<file path="src/rtl/core/mac_lookup_cache_with_expiry_core_assert.svh">
// ----------------------------------------------------------------------------
// MAC lookup cache assertion macros
// Shared concurrent-assertion forms used by the cache RTL.
// ----------------------------------------------------------------------------
`ifndef MAC_LOOKUP_CACHE_WITH_EXPIRY_CORE_ASSERT_SVH
`define MAC_LOOKUP_CACHE_WITH_EXPIRY_CORE_ASSERT_SVH

// Same-cycle implication, disabled while reset is low
`define MLCE_ASSERT_HOLD(label, clk, rst_n, ante, cons, msg) \
    label: assert property (@(posedge clk) disable iff (!rst_n) (ante) |-> (cons)) \
        else $error(msg);

// Next-cycle implication, disabled while reset is low
`define MLCE_ASSERT_NEXT(label, clk, rst_n, ante, cons, msg) \
    label: assert property (@(posedge clk) disable iff (!rst_n) (ante) |=> (cons)) \
        else $error(msg);

`endif

</file>
<file path="src/rtl/core/mlce_ram.sv">
// ----------------------------------------------------------------------------
// mlce_ram
// Generic simple dual-port RAM: one write port, one read port, registered
// read data.
// ----------------------------------------------------------------------------
module mlce_ram #(
    parameter int DEPTH = 16,
    parameter int WIDTH = 8,
    parameter int AW    = (DEPTH > 1) ? $clog2(DEPTH) : 1
) (
    input  logic             i_clk,
    input  logic             i_we,
    input  logic [AW-1:0]    i_waddr,
    input  logic [WIDTH-1:0] i_wdata,
    input  logic [AW-1:0]    i_raddr,
    output logic [WIDTH-1:0] o_rdata
);

    logic [WIDTH-1:0] r_mem [DEPTH];
    logic [WIDTH-1:0] r_rdata;

    // Write port
    always_ff @(posedge i_clk) begin
        if (i_we) begin
            r_mem[i_waddr] <= i_wdata;
        end
    end

    // Registered read port
    always_ff @(posedge i_clk) begin
        r_rdata <= r_mem[i_raddr];
    end

    assign o_rdata = r_rdata;

endmodule

</file>
<file path="config.mk">
export PLATFORM = sky130hd
export DESIGN_NAME = mlce_ram
export DESIGN_NICKNAME = d
export VERILOG_FILES = /design/src/rtl/core/mac_lookup_cache_with_expiry_core_assert.svh /design/src/rtl/core/mlce_ram.sv
export SDC_FILE = /design/constraint.sdc
export NUM_CORES = 1
export LEC_CHECK = 0
export BUFFER_PORTS_ARGS = -buffer_cell sky130_fd_sc_hd__buf_2
export CORE_ASPECT_RATIO = 1.25
export CORE_MARGIN = 1.5
export CORE_UTILIZATION = 45
export DETAILED_ROUTE_END_ITERATION = 6
export GPL_ROUTABILITY_DRIVEN = 0
export PLACE_DENSITY_LB_ADDON = 0.3
export RECOVER_POWER = 25
export SLEW_MARGIN = 10
export SYNTH_ARGS = -nofsm -noshare
export SYNTH_HDL_FRONTEND = slang
export SYNTH_SLANG_ARGS = --single-unit
</file>
<file path="constraint.sdc">
create_clock -name i_clk -period 1.5 [get_ports i_clk]
set_input_delay 0.075 -clock i_clk [delete_from_list [all_inputs] [get_ports i_clk]]
set_output_delay 0.075 -clock i_clk [all_outputs]
set_load 0.03 [all_outputs]
</file>
# Word level (Yosys, flattened, before mapping)
# Memory sizes are Yosys's and may differ from the RTL's. A register that Yosys moved wholly into a read port is not among the register bits.
# Index checks and enable logic that the tools add are counted.
# classes
muxes,2
# ops
operator,n
two-way mux 1 bit,2
# word_totals
reg_bits,0
mem_bits_rw,128
elab_cells,3
memories,1
# mem_list
name,depth,width,rd,rd_clocked_by_memory_dff,write_ports,line,rtl
r_mem,16,8,1,1,1,mlce_ram.sv:19,logic [WIDTH-1:0] r_mem [DEPTH];

# Logic depth before layout (Yosys ltp)
# Gate-level depths: netlist of run 1.
# depth
depth_word,2
mapped_depth,5
ltp_nobuf,3

# Worst setup path before layout of run 1
# OpenSTA, ideal clock, no wires.
# synth_path
kind,input-to-reg
start,input port i_waddr[2]
end,"memory r_mem[0][0], enable pin"
setup_ns,0.383
t_arrival_ns,1.185
path_slack_ns,-0.068
cell_stages,2
path_cell_list,or3b_2 > nor3_1
# synth_lines
element,line,rtl
"start, declared",mlce_ram.sv:13,"input logic [AW-1:0] i_waddr,"
"end, declared",mlce_ram.sv:19,
# No word-level cell before the write port.

==> results by group, run 1 <==
Outcome
  • Outcome: finished with violations
  • Violated checks: design-rule violations

Placement
  • Detail Placement HPWL: 6436 µm
  • Post-Place Worst Slack: -0.05250 ns
  • IO Port Bufs: 25
  • Placed inst area: 5613 µm²

Clock tree
  • Clk Latency, worst-skew pair: 0.41 ns
  • Max Buffers Root-to-Sink: 2
  • CTS root buffer: clkbuf_16
  • Hold_buf cts: 0
  • CTS tree: built
  • H-Tree Depth: 4
  • Num CTS Buffers: 17
  • Clock transition at path regs: 0.06 ns
  • CTS Sinks: 136

Final layout
  • Final #Nets: 308
  • Register area: 4004 µm²
  • Finished Core Util: 0.5654
  • Fill cells: 825
  • Synthesis-to-layout area growth: 22.34%
  • Post-Layout Inst Area: 6297 µm²
  • Multi-input logic area: 1067 µm²
  • Share of layout cells above drive strength 1: 0.3234
  • Antenna cells: 0

Logic synthesis
  • Mapped cell area: 5147 µm²
  • Synth area leader: edfxtp_1
  • Post-synth EDFFs: 128
  • Post-synthesis net count: 247
  • Leading register cell type out of synthesis: edfxtp_1
  • Netlist cell types: 19
  • Commonest cells post-synth: edfxtp_1 (128), mux4_2 (18), a22oi_1 (16)
  • Warnings, synthesis: 0
  • Synth Register Bits: 136
  • Main area contributors after synthesis: edfxtp_1 (75%), mux4_2 (7.9%), mux4_1 (7.1%)
  • Post-Syn Instances: 229
  • Most common cell in the netlist: edfxtp_1
  • Synth Area per Inst: 22.48 µm²
  • Seq/Total Area, Yosys: 0.7778
  • Ys async rst share: 0
  • Synth top area share: 0.7467

Detailed routing
  • Vias: 2431
  • Met3 WL: 474 µm
  • Post-route DRC: 2
  • Met1 wire length: 4094 µm
  • DRT Wirelength: 9793 µm
  • TritonRoute pass-1 iters: 6
  • Via density: 5.550
  • Uppermost routed layer: met4
  • Met2 WL: 5098 µm
  • DR iter-0 viols: 195
  • ANT nets after route: 0
  • Routed wire per std cell: 22.36 µm

Global route
  • Initial antenna violation count: 0
  • Total gr overflow: 0
  • Total global-route track usage: 0.1795
  • Vias in the first global route: 2599
  • Largest net degree at the start of global routing: 17
  • First-pass GRT wire length: 15080 µm

Critical path
  • CP Class: flop to flop
  • CP required: 1.77 ns
  • CP max FO: 1
  • Critical Path End Type: flop
  • Startpoint types: flop
  • Worst EP arrival: 1.66 ns

STA
  • Slew HR: 0.5745
  • Pins over their slew limit: 0
  • Final min period: 1.381 ns
  • Setup TNS: 0 ns
  • Worst Tran Pin Value: 0.6382 ns
  • Final Cycle Share: 0.9209
  • Max Clk Rate: 724.0 MHz
  • RSZ-0062 raised after global routing: false
  • Final WS setup: 0.1187 ns
  • Final setup vio count: 0
  • Final hold violations: 0
  • Max Clock Skew: 0.005779 ns

Power and ir drop
  • Pwr/cell area: 1503 nW/µm²
  • Total power draw: 9.465 mW
  • Max VDD drop: 0.001006 V
  • Leakage: 2.165 nW

Floorplan
  • Initial Util: 0.4622
  • Die extent in x: 98.66 µm
  • Die area: 12090 µm²
  • Standard-cell rows: 43
  • Die Ht: 122.6 µm
  • Total core area: 11140 µm²
  • IO Count: 26

Worst hold path
  • Hold Crit Class: input port to flop

Run
  • Maxcap violations: 0
-- critical path, cell delays in order (launching register included) --
cell and delay [ns]:
edfxtp_1 0.35, mux4_1 0.54, a22oi_2 0.23, nand2_1 0.13
-- stage by stage --
stage               cells  hold WS (ns)
finish                438       0.06322
detailed placement    406        0.4693
global placement      406        0.4598
global route          438       0.06484
CTS                   438       0.03879
floorplan             229        0.1739
-- flip-flops by register name (all words and copies together) (netlist names) --
name / count
r_mem: 128
o_rdata: 8
-- cell type report --
cell class              count  area share
clock buffers              20     0.07411
clock inverters            12     0.03497
well taps                 135     0.02682
flip-flops and latches    136      0.6358
repair buffers             52     0.05881
multi-input cells          83      0.1695
-- power by group --
part	switching [mW]	internal, mW	leakage, nW
combinational	0.272	0.187	0.615
clock	1.49	3.24	0.326
sequential	0.0229	4.25	1.22
-- cells in the final DEF, fill, tap and decap left out, types with 2 or more instances in the layout --
master,synthesis,routed
a22oi_1,16,15
buf_12,0,4
buf_2,3,19
buf_4,1,23
bufinv_16,0,6
clkbuf_1,0,6
clkbuf_16,0,17
clkbuf_8,0,3
clkinvlp_4,0,3
dfxtp_1,8,8
edfxtp_1,128,128
mux4_1,14,14
mux4_2,18,18
nand2_1,9,9
nand2b_1,2,2
nand3b_1,2,2
nor2_1,13,13
nor3_1,4,3
-- timing repair --
| item | in CTS | in global routing |
|---|---|---|
| setup buffers | 0 | 0 |
| endpoints found under the setup margin | 0 | 1 |
| gates resized for setup | 0 | 1 |
-- layer usage --
layer	up-vias	track usage
met5	-	0
met4	0	0.06696
met3	12	0.05068
met2	73	0.3008
met1	1254	0.2255
li1	1092	-
-- cell families after synthesis --
family          after synthesis  share of synthesized area
compound gates               16                    0.02334
buf+inv                      10                    0.01677
flops                       136                     0.7778
simple gates                 35                    0.03184
mux                          32                     0.1502
-- path summary, 6_finish.rpt --
check,start,end,slack [ns],cells after the start
hold / removal,i_wdata[1],r_mem[9][1],0.06,1
setup / recovery,r_mem[1][0],o_rdata[0],0.12,3
setup reg to reg,r_mem[1][0],o_rdata[0],0.12,3
hold reg to reg,r_mem[15][2],o_rdata[2],0.67,3
Note: power is estimated with default switching activity, not from simulation.
==> run 2: changes to the inputs <==
--- a/config.mk
+++ b/config.mk
@@ -7,10 +7,11 @@
 export LEC_CHECK = 0
 export BUFFER_PORTS_ARGS = -buffer_cell sky130_fd_sc_hd__buf_2
 export CORE_ASPECT_RATIO = 1.25
-export CORE_MARGIN = 1.5
+export CORE_MARGIN = 5
 export CORE_UTILIZATION = 45
 export DETAILED_ROUTE_END_ITERATION = 6
 export GPL_ROUTABILITY_DRIVEN = 0
+export GPL_TIMING_DRIVEN = 0
 export PLACE_DENSITY_LB_ADDON = 0.3
 export RECOVER_POWER = 25
 export SLEW_MARGIN = 10
==> constraint.sdc (replaced) <==
create_clock -name i_clk -period 1.5 [get_ports i_clk]
set_input_delay 0.075 -clock i_clk [delete_from_list [all_inputs] [get_ports i_clk]]
set_output_delay 0.075 -clock i_clk [all_outputs]
set_load 0.005 [all_outputs]
==> run 2 against run 1 <==
The flow now finishes without violations. Sequential share of layout area is 2.5 points higher. Power is 6.6% lower. Worst setup slack worse by 0.080 ns. Clock power is 12% lower. Routed wire length is 3.4% higher. First-iteration DRC count is 6.2% higher. Critical path depth stayed put. Non-clock buffer count is 18 lower. Largest cell class unchanged.
==> results by group, run 2 (same netlist as run 1, synthesis figures left out) <==
Detailed routing
  • TritonRoute pass-1 iters: 5 (-1)
  • Via density: 5.726 (+3.2%)
  • ANT nets after route: 0 (unchanged)
  • DRT Wirelength: 10120 µm (+3.4%)
  • DR iter-0 viols: 207 (+6.2%)
  • Routed wire per std cell: 24.10 µm (+7.8%)
  • Vias: 2405 (-1.1%)
  • Post-route DRC: 0 (-2)

Critical path
  • Worst EP arrival: 1.75 ns (+0.09 ns)
  • CP max FO: 1 (unchanged)
  • Startpoint types: flop
  • Critical Path End Type: flop
  • CP Class: flop to flop
  • CP required: 1.79 ns (+0.02 ns)

Placement
  • Detail Placement HPWL: 6322 µm (-1.8%)
  • Placed inst area: 5446 µm² (-3.0%)
  • Dpl cells: 388 (-4.4%)
  • Post-Place Worst Slack: -0.3082 ns (-0.2557 ns)
  • IO Port Bufs: 24 (-4.0%)

Floorplan
  • Die extent in x: 105.7 µm (+7.1%)
  • IO Count: 26 (unchanged)
  • Die area: 13690 µm² (+13%)
  • Standard-cell rows: 43 (unchanged)
  • Die Ht: 129.6 µm (+5.7%)
  • Total core area: 11140 µm² (unchanged)
  • Initial Util: 0.4622 (unchanged)

Run
  • Maxcap violations: 0 (unchanged)

Final layout
  • Post-Layout Inst Area: 6062 µm² (-3.7%)
  • Finished Core Util: 0.5443 (-0.02112)
  • Commonest non-fill, non-tap cells in the layout: edfxtp_1 (128), buf_2 (22), clkbuf_16 (21)
  • Largest register FFs: 128 (unchanged)
  • Synthesis-to-layout area growth: 17.77%
  • Final #Nets: 290 (-5.8%)
  • Largest reg by FF count: r_mem
  • Antenna cells: 0 (unchanged)
  • Final non-filler cell total: 420 (-4.1%)
  • Share of layout cells above drive strength 1: 0.2877 (-0.03571)
  • Most common cell after layout, fill and taps aside: edfxtp_1

Clock tree
  • Post-CTS Setup Inserts: 0 (unchanged)
  • H-Tree Depth: 4 (unchanged)
  • Clock transition at path regs: 0.06 ns (about the same)
  • Max Buffers Root-to-Sink: 2 (unchanged)
  • Num CTS Buffers: 17 (unchanged)
  • CTS tree: built
  • Clk Latency, worst-skew pair: 0.41 ns (about the same)
  • CTS Sinks: 136 (unchanged)
  • CTS root buffer: clkbuf_16

Global route
  • Largest net degree at the start of global routing: 17 (unchanged)
  • Vias in the first global route: 2518 (-3.1%)
  • First-pass GRT wire length: 15290 µm (+1.4%)
  • Total global-route track usage: 0.1607 (-0.01888)
  • Total gr overflow: 0 (unchanged)
  • Initial antenna violation count: 0 (unchanged)

Power and ir drop
  • Internal power: 6.999 mW (-8.9%)
  • Fraction of power spent switching nets: 0.2085 (+0.02000)
  • Clock power frac: 0.471 (-0.029)
  • Pwr/cell area: 1459 nW/µm² (-2.9%)
  • Logic gate share of total power: 0.046 (-0.002)
  • Psw: 1.844 mW (+3.3%)
  • Max VDD drop: 0.0007470 V (-26%)
  • Share of power burned in registers: 0.483 (+0.031)
  • Total power draw: 8.843 mW (-6.6%)
  • Leakage: 2.029 nW (-6.3%)

STA
  • Worst hold slack: 0.07505 ns (+0.01184 ns)
  • Final WS setup: 0.03898 ns (-0.07972 ns)
  • Pins over their slew limit: 0 (unchanged)
  • Max Clk Rate: 684.5 MHz (-5.5%)
  • Final min period: 1.461 ns (+0.07972 ns)
  • Slew HR: 0.1625 (-0.4121)
  • Final Cycle Share: 0.9740 (+0.05315)
  • Final hold violations: 0 (unchanged)
  • RSZ-0062 raised after global routing: false
  • Final setup vio count: 0 (unchanged)
  • Max Clock Skew: 0.006653 ns (+0.0008733 ns)
  • Setup TNS: 0 ns (unchanged)
  • Worst Tran Pin Value: 1.247 ns (+0.6085 ns)

Outcome
  • Outcome: finished clean

Worst hold path
  • Hold Crit Class: input port to flop
==> run 2: path summary, 6_finish.rpt <==
kind	cells after the start	slack, ns	end	start
setup / recovery	3	0.04	o_rdata[7]	r_mem[7][7]
hold / removal	1	0.08	r_mem[3][4]	i_wdata[4]
setup reg to reg	3	0.04	o_rdata[7]	r_mem[7][7]
hold reg to reg	3	0.67	o_rdata[0]	r_mem[14][0]
==> run 2: routing by layer <==
metal,up-vias,routed length [µm],global-route usage,share of wire
met4,0,127,0.06402,0.013
li1,1056,-,-,-
met3,8,532,0.04185,0.053
met5,-,0,0,0
met2,76,5358,0.2684,0.53
met1,1265,4104,0.2027,0.41
==> run 2: worst max-delay path, cell delays in order, from the launching register on <==
cell,delay [ns]
edfxtp_1,0.39
mux4_2,0.53
a22oi_1,0.30
nand2_1,0.12
==> run 2: power groups by stage <==
stage                     clock network [mW]  registers [mW]  logic [mW]
final                                   4.17            4.27       0.406
after global routing                    4.40            4.28       0.442
after CTS                               4.22            4.27       0.415
after detailed placement                   0            4.35       0.413
after global placement                     0            4.34       0.400
after floorplan                            0            4.35       0.216
==> run 2: area by class of cell <==
| cell class | count | area, µm² |
|---|---|---|
| clock inverters | 9 | 73.82 |
| plain buffers | 10 | 86.33 |
| fillers | 833 | 5075 |
| repair buffers | 24 | 113.9 |
| well taps | 135 | 168.9 |
| flip-flops and latches | 136 | 4004 |
| clock buffers | 23 | 543.0 |
| multi-input cells | 83 | 1072 |
==> run 2: what timing repair did <==
item | 4_1_cts | 5_1_grt
setup endpoints to repair | 0 | 1
hold buffers | 0 | 0
hold endpoints to repair | 0 | 0
gates resized for setup | 0 | 1
