### config.mk
export PLATFORM = sky130hd
export DESIGN_NAME = mlce_scan_flat
export DESIGN_NICKNAME = d
export VERILOG_FILES = /design/src/rtl/core/mlce_pkg.sv /design/src/rtl/core/mlce_req_if.sv /design/src/rtl/core/mlce_scan.sv /design/src/flat_wrapper.sv
export VERILOG_INCLUDE_DIRS = /design/src /design/src/rtl/core
export SDC_FILE = /design/constraint.sdc
export NUM_CORES = 1
export LEC_CHECK = 0
export BUFFER_PORTS_ARGS = -buffer_cell sky130_fd_sc_hd__buf_2
export CORE_AREA = 2 2 275 277
export DETAILED_ROUTE_END_ITERATION = 8
export DIE_AREA = 0 0 277 279
export PLACE_DENSITY = 0.45
export SLEW_MARGIN = 5
export SYNTH_ARGS = -nofsm -noshare
export SYNTH_HDL_FRONTEND = slang
export SYNTH_SLANG_ARGS = --single-unit
### constraint.sdc
create_clock -name i_clk -period 7.2 [get_ports i_clk]
set_clock_uncertainty 0.15 [all_clocks]
set_input_delay 0.72 -clock i_clk [delete_from_list [all_inputs] [get_ports i_clk]]
set_output_delay 0.72 -clock i_clk [all_outputs]
set_load 0.1 [all_outputs]
### src/rtl/core/mac_lookup_cache_with_expiry_core_assert.svh
// ----------------------------------------------------------------------------
// MAC lookup cache assertion macros
// Shared concurrent-assertion forms used by the cache RTL.
// ----------------------------------------------------------------------------
`ifndef MAC_LOOKUP_CACHE_WITH_EXPIRY_CORE_ASSERT_SVH
`define MAC_LOOKUP_CACHE_WITH_EXPIRY_CORE_ASSERT_SVH

// Same-cycle implication, disabled while reset is low
`define MLCE_ASSERT_HOLD(label, clk, rst_n, ante, cons, msg) \
    label: assert property (@(posedge clk) disable iff (!rst_n) (ante) |-> (cons)) \
        else $error(msg);

// Next-cycle implication, disabled while reset is low
`define MLCE_ASSERT_NEXT(label, clk, rst_n, ante, cons, msg) \
    label: assert property (@(posedge clk) disable iff (!rst_n) (ante) |=> (cons)) \
        else $error(msg);

`endif

### src/rtl/core/mlce_pkg.sv
// ----------------------------------------------------------------------------
// mlce_pkg
// Types and constants of the IP-to-MAC lookup cache.
// ----------------------------------------------------------------------------
package mlce_pkg;

    // Geometry
    localparam int CACHE_ENTRIES = 16;
    localparam int IDX_W         = (CACHE_ENTRIES > 1) ? $clog2(CACHE_ENTRIES) : 1;

    // Field widths
    localparam int ADDR_W   = 64;
    localparam int MAC_W    = 48;
    localparam int TIME_W   = 32;
    localparam int VALID_W  = 17;
    localparam int EXPIRY_W = TIME_W + 1;

    // Validity period after reset, in seconds
    localparam logic [VALID_W-1:0] VALID_RESET = 17'd60;

    // Result status codes
    typedef enum logic [1:0] {
        STAT_HIT  = 2'd0,
        STAT_NEG  = 2'd1,
        STAT_INS  = 2'd2,
        STAT_FAIL = 2'd3
    } t_status;

    // Lookup sequencer states
    typedef enum logic [1:0] {
        ST_IDLE,
        ST_SCAN,
        ST_DONE
    } t_state;

    // Lookup key after family masking
    typedef struct packed {
        logic              is_v6;
        logic [ADDR_W-1:0] addr_high;
        logic [ADDR_W-1:0] addr_low;
    } t_key;

    // One stored cache entry
    typedef struct packed {
        t_key                key;
        logic [MAC_W-1:0]    mac;
        logic                found;
        logic [EXPIRY_W-1:0] expiry;
    } t_entry;

    localparam int ENTRY_W = $bits(t_entry);

    // Finished result
    typedef struct packed {
        t_status          status;
        logic [MAC_W-1:0] mac;
    } t_res;

    // Entry store write request
    typedef struct packed {
        logic             en;
        logic [IDX_W-1:0] addr;
        t_entry           data;
    } t_mem_wr;

endpackage

### src/rtl/core/mlce_req_if.sv
// ----------------------------------------------------------------------------
// mlce_req_if
// Lookup request channel: valid/ready handshake with address, time and
// resolver outcome.
// ----------------------------------------------------------------------------
interface mlce_req_if import mlce_pkg::*; ();

    logic              valid;
    logic              ready;
    logic              address_is_v6;
    logic [ADDR_W-1:0] address_high;
    logic [ADDR_W-1:0] address_low;
    logic [TIME_W-1:0] current_time;
    logic              resolver_ok;
    logic [MAC_W-1:0]  resolver_mac;

    modport source (
        output valid, address_is_v6, address_high, address_low,
               current_time, resolver_ok, resolver_mac,
        input  ready
    );

    modport sink (
        input  valid, address_is_v6, address_high, address_low,
               current_time, resolver_ok, resolver_mac,
        output ready
    );

endinterface

### src/rtl/core/mlce_scan.sv
// ----------------------------------------------------------------------------
// mlce_scan
// Lookup sequencer: walks the entry store from the insert pointer, one entry
// per cycle, and inserts the resolver outcome on a miss.
// ----------------------------------------------------------------------------
`include "mac_lookup_cache_with_expiry_core_assert.svh"

module mlce_scan import mlce_pkg::*; (
    input  logic               i_clk,
    input  logic               i_rst_n,
    mlce_req_if.sink           i_req,
    input  logic [VALID_W-1:0] i_validity,
    output logic [IDX_W-1:0]   o_rd_addr,
    input  logic [ENTRY_W-1:0] i_rd_data,
    output t_mem_wr            o_wr,
    output logic               o_res_vld,
    output t_res               o_res,
    input  logic               i_res_take
);

    localparam logic [IDX_W-1:0] IDX_LAST = IDX_W'(CACHE_ENTRIES - 1);

    // Ring increment, wraps at the entry count
    function automatic logic [IDX_W-1:0] idx_inc(input logic [IDX_W-1:0] idx);
        logic [IDX_W-1:0] nxt;
        if (idx == IDX_LAST) begin
            nxt = '0;
        end else begin
            nxt = idx + 1'b1;
        end
        return nxt;
    endfunction

    t_state                   r_state, n_state;
    logic [CACHE_ENTRIES-1:0] r_used, n_used;
    logic [IDX_W-1:0]         r_ptr, n_ptr;
    logic [IDX_W-1:0]         r_cmp_idx, n_cmp_idx;
    logic [IDX_W-1:0]         r_cnt, n_cnt;
    t_key                     r_key, n_key;
    logic [TIME_W-1:0]        r_now, n_now;
    logic                     r_ok, n_ok;
    logic [MAC_W-1:0]         r_rmac, n_rmac;
    t_res                     r_res, n_res;

    t_entry entry;
    logic   accept;
    logic   hit;
    logic   last;

    assign entry  = t_entry'(i_rd_data);
    assign accept = i_req.valid && i_req.ready;
    assign last   = (r_cnt == IDX_LAST);

    // Entry compare: used, not expired, same family and address
    assign hit = r_used[r_cmp_idx]
              && (entry.expiry >= {1'b0, r_now})
              && (entry.key.is_v6 == r_key.is_v6)
              && (entry.key.addr_high == r_key.addr_high)
              && (entry.key.addr_low == r_key.addr_low);

    // Next state
    always_comb begin
        n_state = r_state;
        case (r_state)
            ST_IDLE: begin
                if (i_req.valid) begin
                    n_state = ST_SCAN;
                end
            end
            ST_SCAN: begin
                if (hit || last) begin
                    n_state = ST_DONE;
                end
            end
            ST_DONE: begin
                if (i_res_take) begin
                    n_state = ST_IDLE;
                end
            end
            default: n_state = ST_IDLE;
        endcase
    end

    // Datapath and outputs
    always_comb begin
        n_used    = r_used;
        n_ptr     = r_ptr;
        n_cmp_idx = r_cmp_idx;
        n_cnt     = r_cnt;
        n_key     = r_key;
        n_now     = r_now;
        n_ok      = r_ok;
        n_rmac    = r_rmac;
        n_res     = r_res;
        o_wr      = '0;
        i_req.ready = 1'b0;
        o_res_vld = 1'b0;
        o_rd_addr = idx_inc(r_cmp_idx);
        case (r_state)
            ST_IDLE: begin
                i_req.ready = 1'b1;
                o_rd_addr   = r_ptr;
                if (accept) begin
                    // Capture the key; IPv4 keeps only the low 32 bits
                    n_key.is_v6     = i_req.address_is_v6;
                    n_key.addr_high = i_req.address_is_v6 ? i_req.address_high : '0;
                    n_key.addr_low  = i_req.address_is_v6 ? i_req.address_low
                                    : {32'd0, i_req.address_low[31:0]};
                    n_now     = i_req.current_time;
                    n_ok      = i_req.resolver_ok;
                    n_rmac    = i_req.resolver_mac;
                    n_cmp_idx = r_ptr;
                    n_cnt     = '0;
                end
            end
            ST_SCAN: begin
                if (hit) begin
                    n_res.status = entry.found ? STAT_HIT : STAT_NEG;
                    n_res.mac    = entry.found ? entry.mac : '0;
                end else if (last) begin
                    // Miss: overwrite the oldest slot
                    o_wr.en          = 1'b1;
                    o_wr.addr        = r_ptr;
                    o_wr.data.key    = r_key;
                    o_wr.data.found  = r_ok;
                    o_wr.data.mac    = r_ok ? r_rmac : '0;
                    o_wr.data.expiry = {1'b0, r_now}
                                     + {{(EXPIRY_W-VALID_W){1'b0}}, i_validity};
                    n_used[r_ptr]    = 1'b1;
                    n_ptr            = idx_inc(r_ptr);
                    n_res.status     = r_ok ? STAT_INS : STAT_FAIL;
                    n_res.mac        = r_ok ? r_rmac : '0;
                end else begin
                    n_cmp_idx = idx_inc(r_cmp_idx);
                    n_cnt     = r_cnt + 1'b1;
                end
            end
            ST_DONE: begin
                o_res_vld = 1'b1;
            end
            default: begin
                o_res_vld = 1'b0;
            end
        endcase
    end

    assign o_res = r_res;

    // Control registers
    always_ff @(posedge i_clk) begin
        if (!i_rst_n) begin
            r_state <= ST_IDLE;
            r_used  <= '0;
            r_ptr   <= '0;
        end else begin
            r_state <= n_state;
            r_used  <= n_used;
            r_ptr   <= n_ptr;
        end
    end

    // Payload registers
    always_ff @(posedge i_clk) begin
        r_cmp_idx <= n_cmp_idx;
        r_cnt     <= n_cnt;
        r_key     <= n_key;
        r_now     <= n_now;
        r_ok      <= n_ok;
        r_rmac    <= n_rmac;
        r_res     <= n_res;
    end

    // Checks
    `MLCE_ASSERT_NEXT(a_insert_marks_used, i_clk, i_rst_n, o_wr.en, r_used[$past(r_ptr)], "inserted slot not marked used")
    `MLCE_ASSERT_HOLD(a_hit_from_used, i_clk, i_rst_n, (r_state == ST_DONE && $past(r_state) == ST_SCAN && (r_res.status == STAT_HIT || r_res.status == STAT_NEG)), $past(r_used[r_cmp_idx]), "hit reported on unused slot")
    `MLCE_ASSERT_HOLD(a_neg_mac_zero, i_clk, i_rst_n, (r_state == ST_DONE && (r_res.status == STAT_NEG || r_res.status == STAT_FAIL)), (r_res.mac == '0), "negative result carries a MAC")
    `MLCE_ASSERT_HOLD(a_ptr_hold_done, i_clk, i_rst_n, (r_state == ST_DONE && $past(r_state) == ST_DONE), $stable(r_ptr), "insert pointer moved while waiting")

endmodule
### src/flat_wrapper.sv
// flat-port wrapper written by rule: the top's interface ports become plain ports
module mlce_scan_flat import mlce_pkg::*;
  (i_clk, i_rst_n, i_validity, o_rd_addr, i_rd_data, o_wr, o_res_vld, o_res, i_res_take, i_req_valid, i_req_address_is_v6, i_req_address_high, i_req_address_low, i_req_current_time, i_req_resolver_ok, i_req_resolver_mac, i_req_ready);
  mlce_req_if i_req_i ();
  input  logic i_clk;
  input  logic i_rst_n;
  input  logic [VALID_W-1:0] i_validity;
  output logic [IDX_W-1:0] o_rd_addr;
  input  logic [ENTRY_W-1:0] i_rd_data;
  output t_mem_wr o_wr;
  output logic o_res_vld;
  output t_res o_res;
  input  logic i_res_take;
  input wire logic [$bits(i_req_i.valid)-1:0] i_req_valid;
  input wire logic [$bits(i_req_i.address_is_v6)-1:0] i_req_address_is_v6;
  input wire logic [$bits(i_req_i.address_high)-1:0] i_req_address_high;
  input wire logic [$bits(i_req_i.address_low)-1:0] i_req_address_low;
  input wire logic [$bits(i_req_i.current_time)-1:0] i_req_current_time;
  input wire logic [$bits(i_req_i.resolver_ok)-1:0] i_req_resolver_ok;
  input wire logic [$bits(i_req_i.resolver_mac)-1:0] i_req_resolver_mac;
  output wire logic [$bits(i_req_i.ready)-1:0] i_req_ready;
  assign i_req_i.valid = i_req_valid;
  assign i_req_i.address_is_v6 = i_req_address_is_v6;
  assign i_req_i.address_high = i_req_address_high;
  assign i_req_i.address_low = i_req_address_low;
  assign i_req_i.current_time = i_req_current_time;
  assign i_req_i.resolver_ok = i_req_resolver_ok;
  assign i_req_i.resolver_mac = i_req_resolver_mac;
  assign i_req_ready = i_req_i.ready;
  mlce_scan u_core (.i_clk(i_clk), .i_rst_n(i_rst_n), .i_req(i_req_i), .i_validity(i_validity), .o_rd_addr(o_rd_addr), .i_rd_data(i_rd_data), .o_wr(o_wr), .o_res_vld(o_res_vld), .o_res(o_res), .i_res_take(i_res_take));
endmodule
# Yosys cells after proc, flatten, opt, wreduce, memory -nomap -nowiden
# Index checks and enable logic that the tools add are counted.
# word_totals
ff_bits	290
input_bits	442
output_inout_bits	272
word_cells	83
# op_classes
add_sub_neg	4
order_cmp	4
eq_ne	14
mux	30
bitwise	2
n_reduce_logical	15
# ops
cell	n
216-bit two-way mux	3
64-bit == test	2
50-bit two-way mux	2
48-bit two-way mux	2
4-bit two-way mux	9
32-bit by 17-bit adder with 33-bit output	1
33-bit by 32-bit >= comparator with 1-bit output	1
16-bit bitwise OR	1
4-bit one-hot mux with 2 select lines	2
4-bit by 1-bit adder with 4-bit output (second input constant)	3
4-bit == test (second input constant)	3
4-bit by 5-bit less-than comparator with 1-bit output (second input constant)	2
2-bit != test (second input constant)	4
1-bit logical AND	6
1-bit two-way mux	6
2-bit two-way mux	3
2-bit one-hot mux with 3 select lines	1
3-bit AND reduction	2
1-bit binary-select mux with 4-bit select	1
1-bit demux with 4-bit select	1
4-bit by 1-bit >= comparator with 1-bit output (second input constant)	1
2-bit by 1-bit != test with 1-bit output (second input constant)	2
2-bit AND reduction	2
4-bit AND reduction	1
other kinds (7)	8

# Longest topological paths before layout
# depth
depth_word	9
mapped_depth	14
depth_no_buf	10

# Worst setup path before layout
# Ideal clock, no wire load.
# synth_timing
path_type	register -> register
startpoint	register u_core.r_state[1]
endpoint	register u_core.r_cmp_idx[0] (enable)
setup_time_ns	0.330
t_arrival_ns	7.104
required_time_ns	6.720
setup_slack_ns	-0.384
path_stages_with_launch	4
path_buffers	0
synth_period_minus_slack_ns	7.584
cell_sequence	dfxtp_1 nor2_1 and2_1 a21o_1
# synth_between
elab_chain_len	5
elab_cells_between_ends	9
classes_between	eq/ne: 4; mux: 1; reduce/logical: 4
# synth_lines
element	line_no	text
start, declared	mlce_scan.sv:34	t_state r_state, n_state;
start signal, assigned	mlce_scan.sv:156	r_state <= n_state;
2-bit zero test	mlce_scan.sv:99	case (r_state)
1-bit two-way mux	mlce_scan.sv:99	
named net i_req_ready	flat_wrapper.sv:21	output wire logic [$bits(i_req_i.ready)-1:0] i_req_ready;
1-bit logical AND	mlce_scan.sv:51	assign accept = i_req.valid && i_req.ready;
2-bit by 1-bit != test with 1-bit output (no source line)	--	
4-bit AND reduction (no source line)	--	
end signal, assigned	mlce_scan.sv:164	r_cmp_idx <= n_cmp_idx;
end, declared	mlce_scan.sv:37	logic [IDX_W-1:0] r_cmp_idx, n_cmp_idx;
# The timed path passes the listed nets, and every way through them passes these cells.
# A chain may end at the register's enable or synchronous reset.

==> reports/results.txt <==
Slew @ Worst Pin: 1.06 ns
Post-layout nets: 2447
first-pass GRT wire length: 86.4 mm
pin count of the biggest net entering global routing: 118
Switch Pwr: 1.14 mW
most used cells in the layout excluding fill and tap cells: 713 x buf_2, 280 x and2_1, 268 x edfxtp_1
relative slew slack: 29.1%
Root Driver: clkbuf_16
Final Cycle Share: 75.8%
Post-Synthesis Cells: 1243
Final Max Slew Viols: 0
ys async rst share: 0%
Post-synth EDFFs: 268
vias in the first global route: 13200
worst path required time: 6.33 ns
crit path buf inv count: 1
RSZ-0062 raised after global routing: false
Distinct cells, synth: 59
post-CTS sizing: 0
final wirelength: 60.0 mm
TNS Setup: 0 ns
cell total after placement: 2877
die area: 0.0773 sq mm
Gate power share: 12.1%
post-CTS setup buffer count: 0
WL met2: 30.4 mm
number of cell rows: 100
Top Metal Used: met5
Detail Route Antenna Nets: 0
Slowest Stage Delay on Critical Path: 0.72 ns
Setup Viol. Count Final: 0
post-layout min period: 5.45 ns
crit path DAT: 4.58 ns
simple-gate portion of the synthesized area: 18.4%
Synth Area in Adders: 4.68%
part of the Yosys area used for sequential elements: 56.1%
DR pass1 iterations: 5
share of power burned in registers: 46.1%
Synth Area in XOR/XNOR: 8.73%
crit-path leading delay family: compound AO/OA/AOI/OAI gates
FMAX: 183 MHz
CP Capture Type: output pin
Worst Hold Class: in2reg
worst skew pair latency: 0.55 ns
DR iter-0 viols: 634
Final Hold Fails: 0
total of max-cap violations: 0
post-detail-place hpwl: 47.8 mm
Placement Cell Area: 0.0197 sq mm
chip width: 277 microns
CP max stage cell: o21ai_1
power density over cell area: 211 mW/mm^2
CTS Buf Count: 39
Die H: 279 microns
GRT Resource Usage Total: 15.0%
number of top-level pins: 714
Synth Area in Compound Gates: 8.13%
DR vias: 12404
Cell Int Power: 3.28 mW
met3 wire len: 4.22 mm
share of cells above drive strength 1: 40.1%
core area: 0.0741 sq mm
fillers: 7900
peak supply drop: 0.141 mV
outcome: complete, no violations
combinational family with the most area after synthesis: simple AND/OR/NAND/NOR gates
port bufs: 713
critical-path cell list: ha_1 > fa_1 > a21o_1 > a221oi_2 > a2111oi_2 > o2111ai_1 > a311oi_2 > o21ai_1 > o21ai_0 > a21boi_0 > buf_2
global route overflow: 0
Startpoint Class: flip-flop
commonest non-fill, non-tap cell in the layout: buf_2
Sw Ratio: 25.8%
WS Path Type: reg2out
TritonCTS clock tree: done
post-synthesis average cell area: 12.2 sq um
htree depth: 2
Leakage: 9.41 nW
syn_nets: 1741
WHS: 0.194 ns
M1 WL: 23.5 mm
final RePlAce weighted congestion: 0.855
final std cells w/o fill: 2958
clock share of power: 41.8%
Residual DRC: 0
Yosys warning count: 0
routed len/inst: 20.3 microns
Clock Sinks: 290
post-synthesis mux area share: 1.16%
maximum clock insertion buffer count: 3
initial antenna violation count: 18
CTS hold repair buffers: 0
crit-path max FO: 12
clk slew on worst S/H paths: 0.06 ns
Yosys reg bits: 290
Via density: 4.19
area delta synth->final: 38.3%
Finished Cell Area: 0.0209 sq mm
Initial Util: 20.4%
most common flop cell mapped by yosys: edfxtp_1
post-synth design cell area: 0.0151 sq mm
## routing by layer
layer,vias to the layer above,GRT usage [%]
met5,-,0
met4,14,5.37
met3,97,4.35
met2,473,26.5
met1,5928,17.1
li1,5892,-
## power groups by stage
stage	Sequential [mW]	Clock (mW)	Combinational (mW)
after floorplan	2.04	0	0.318
after global placement	2.07	0	0.534
after detailed placement	2.07	0	0.541
after CTS	2.04	1.91	0.544
after global routing	2.04	1.97	0.596
final	2.03	1.84	0.535
## worst paths after layout
check	to	cells after the start	slack, ns	start
setup / recovery	o_wr[24]	11	1.75	u_core.r_now[0]
hold / removal	u_core.r_rmac[11]	1	0.19	i_req_resolver_mac[11]
setup reg to reg	u_core.o_res[23]	9	2.37	u_core.r_key[12]
hold reg to reg	u_core.r_used[15]	2	0.31	u_core.r_used[15]
## worst register-to-register path: stages (launching register included)
cell and delay (ns):
edfxtp_1 0.45, xor2_1 0.19, nor4_1 0.64, nand4_1 0.26, nor4_1 0.70, and4_4 0.40
and2_4 0.43, o21ai_0 0.22, inv_2 0.60, buf_4 0.45
## state kept, by name, indices dropped and copies added (netlist names)
| register | flops |
|---|---|
| u_core.o_res | 50 |
| u_core.r_cmp_idx | 4 |
| u_core.r_cnt | 4 |
| u_core.r_key | 129 |
| u_core.r_now | 32 |
| u_core.r_ok | 1 |
| u_core.r_ptr | 4 |
| u_core.r_rmac | 48 |
| u_core.r_state | 2 |
| u_core.r_used | 16 |
## per-stage QoR
stage          total power, mW  setup slack, ns  utilization [%]
2_1_floorplan             2.36            0.789                -
3_3_place_gp              2.60             1.61             26.6
3_5_place_dp              2.61             1.57             26.6
4_1_cts                   4.49             1.35             28.2
5_1_grt                   4.61             1.35             28.3
6_report                  4.41             1.75             28.3
## layout make-up
| class | instances | area (sq um) | area share (%) |
|---|---|---|---|
| Timing Repair Buffer | 721 | 3640 | 17.4 |
| Inverter | 41 | 154 | 0.735 |
| Sequential cell | 290 | 8490 | 40.5 |
| Clock buffer | 54 | 1080 | 5.18 |
| Antenna cell | 12 | 30.0 | 0.143 |
| Multi-Input combinational cell | 856 | 6230 | 29.8 |
| Tap cell | 969 | 1210 | 5.79 |
| Clock inverter | 15 | 104 | 0.496 |
## cells in the mapped netlist, drive strengths merged, types with 22 or more instances
master / number / area (sq um)
a21oi: 27 / 146
a22o: 48 / 420
and2: 282 / 1770
buf: 29 / 169
clkbuf: 27 / 101
dfxtp: 22 / 440
edfxtp: 268 / 8050
ha: 55 / 688
inv: 41 / 154
nand2: 35 / 131
nor2: 23 / 103
nor3: 24 / 131
nor4: 34 / 213
o21ai: 25 / 125
xor2: 134 / 1170
## logic make-up after synthesis
group | Yosys count
mux | 11
compound gates | 168
xor+xnor | 151
flops | 290
buf+inv | 97
fa+ha+maj | 56
simple gates | 470
(Power assumes the default switching activity.)
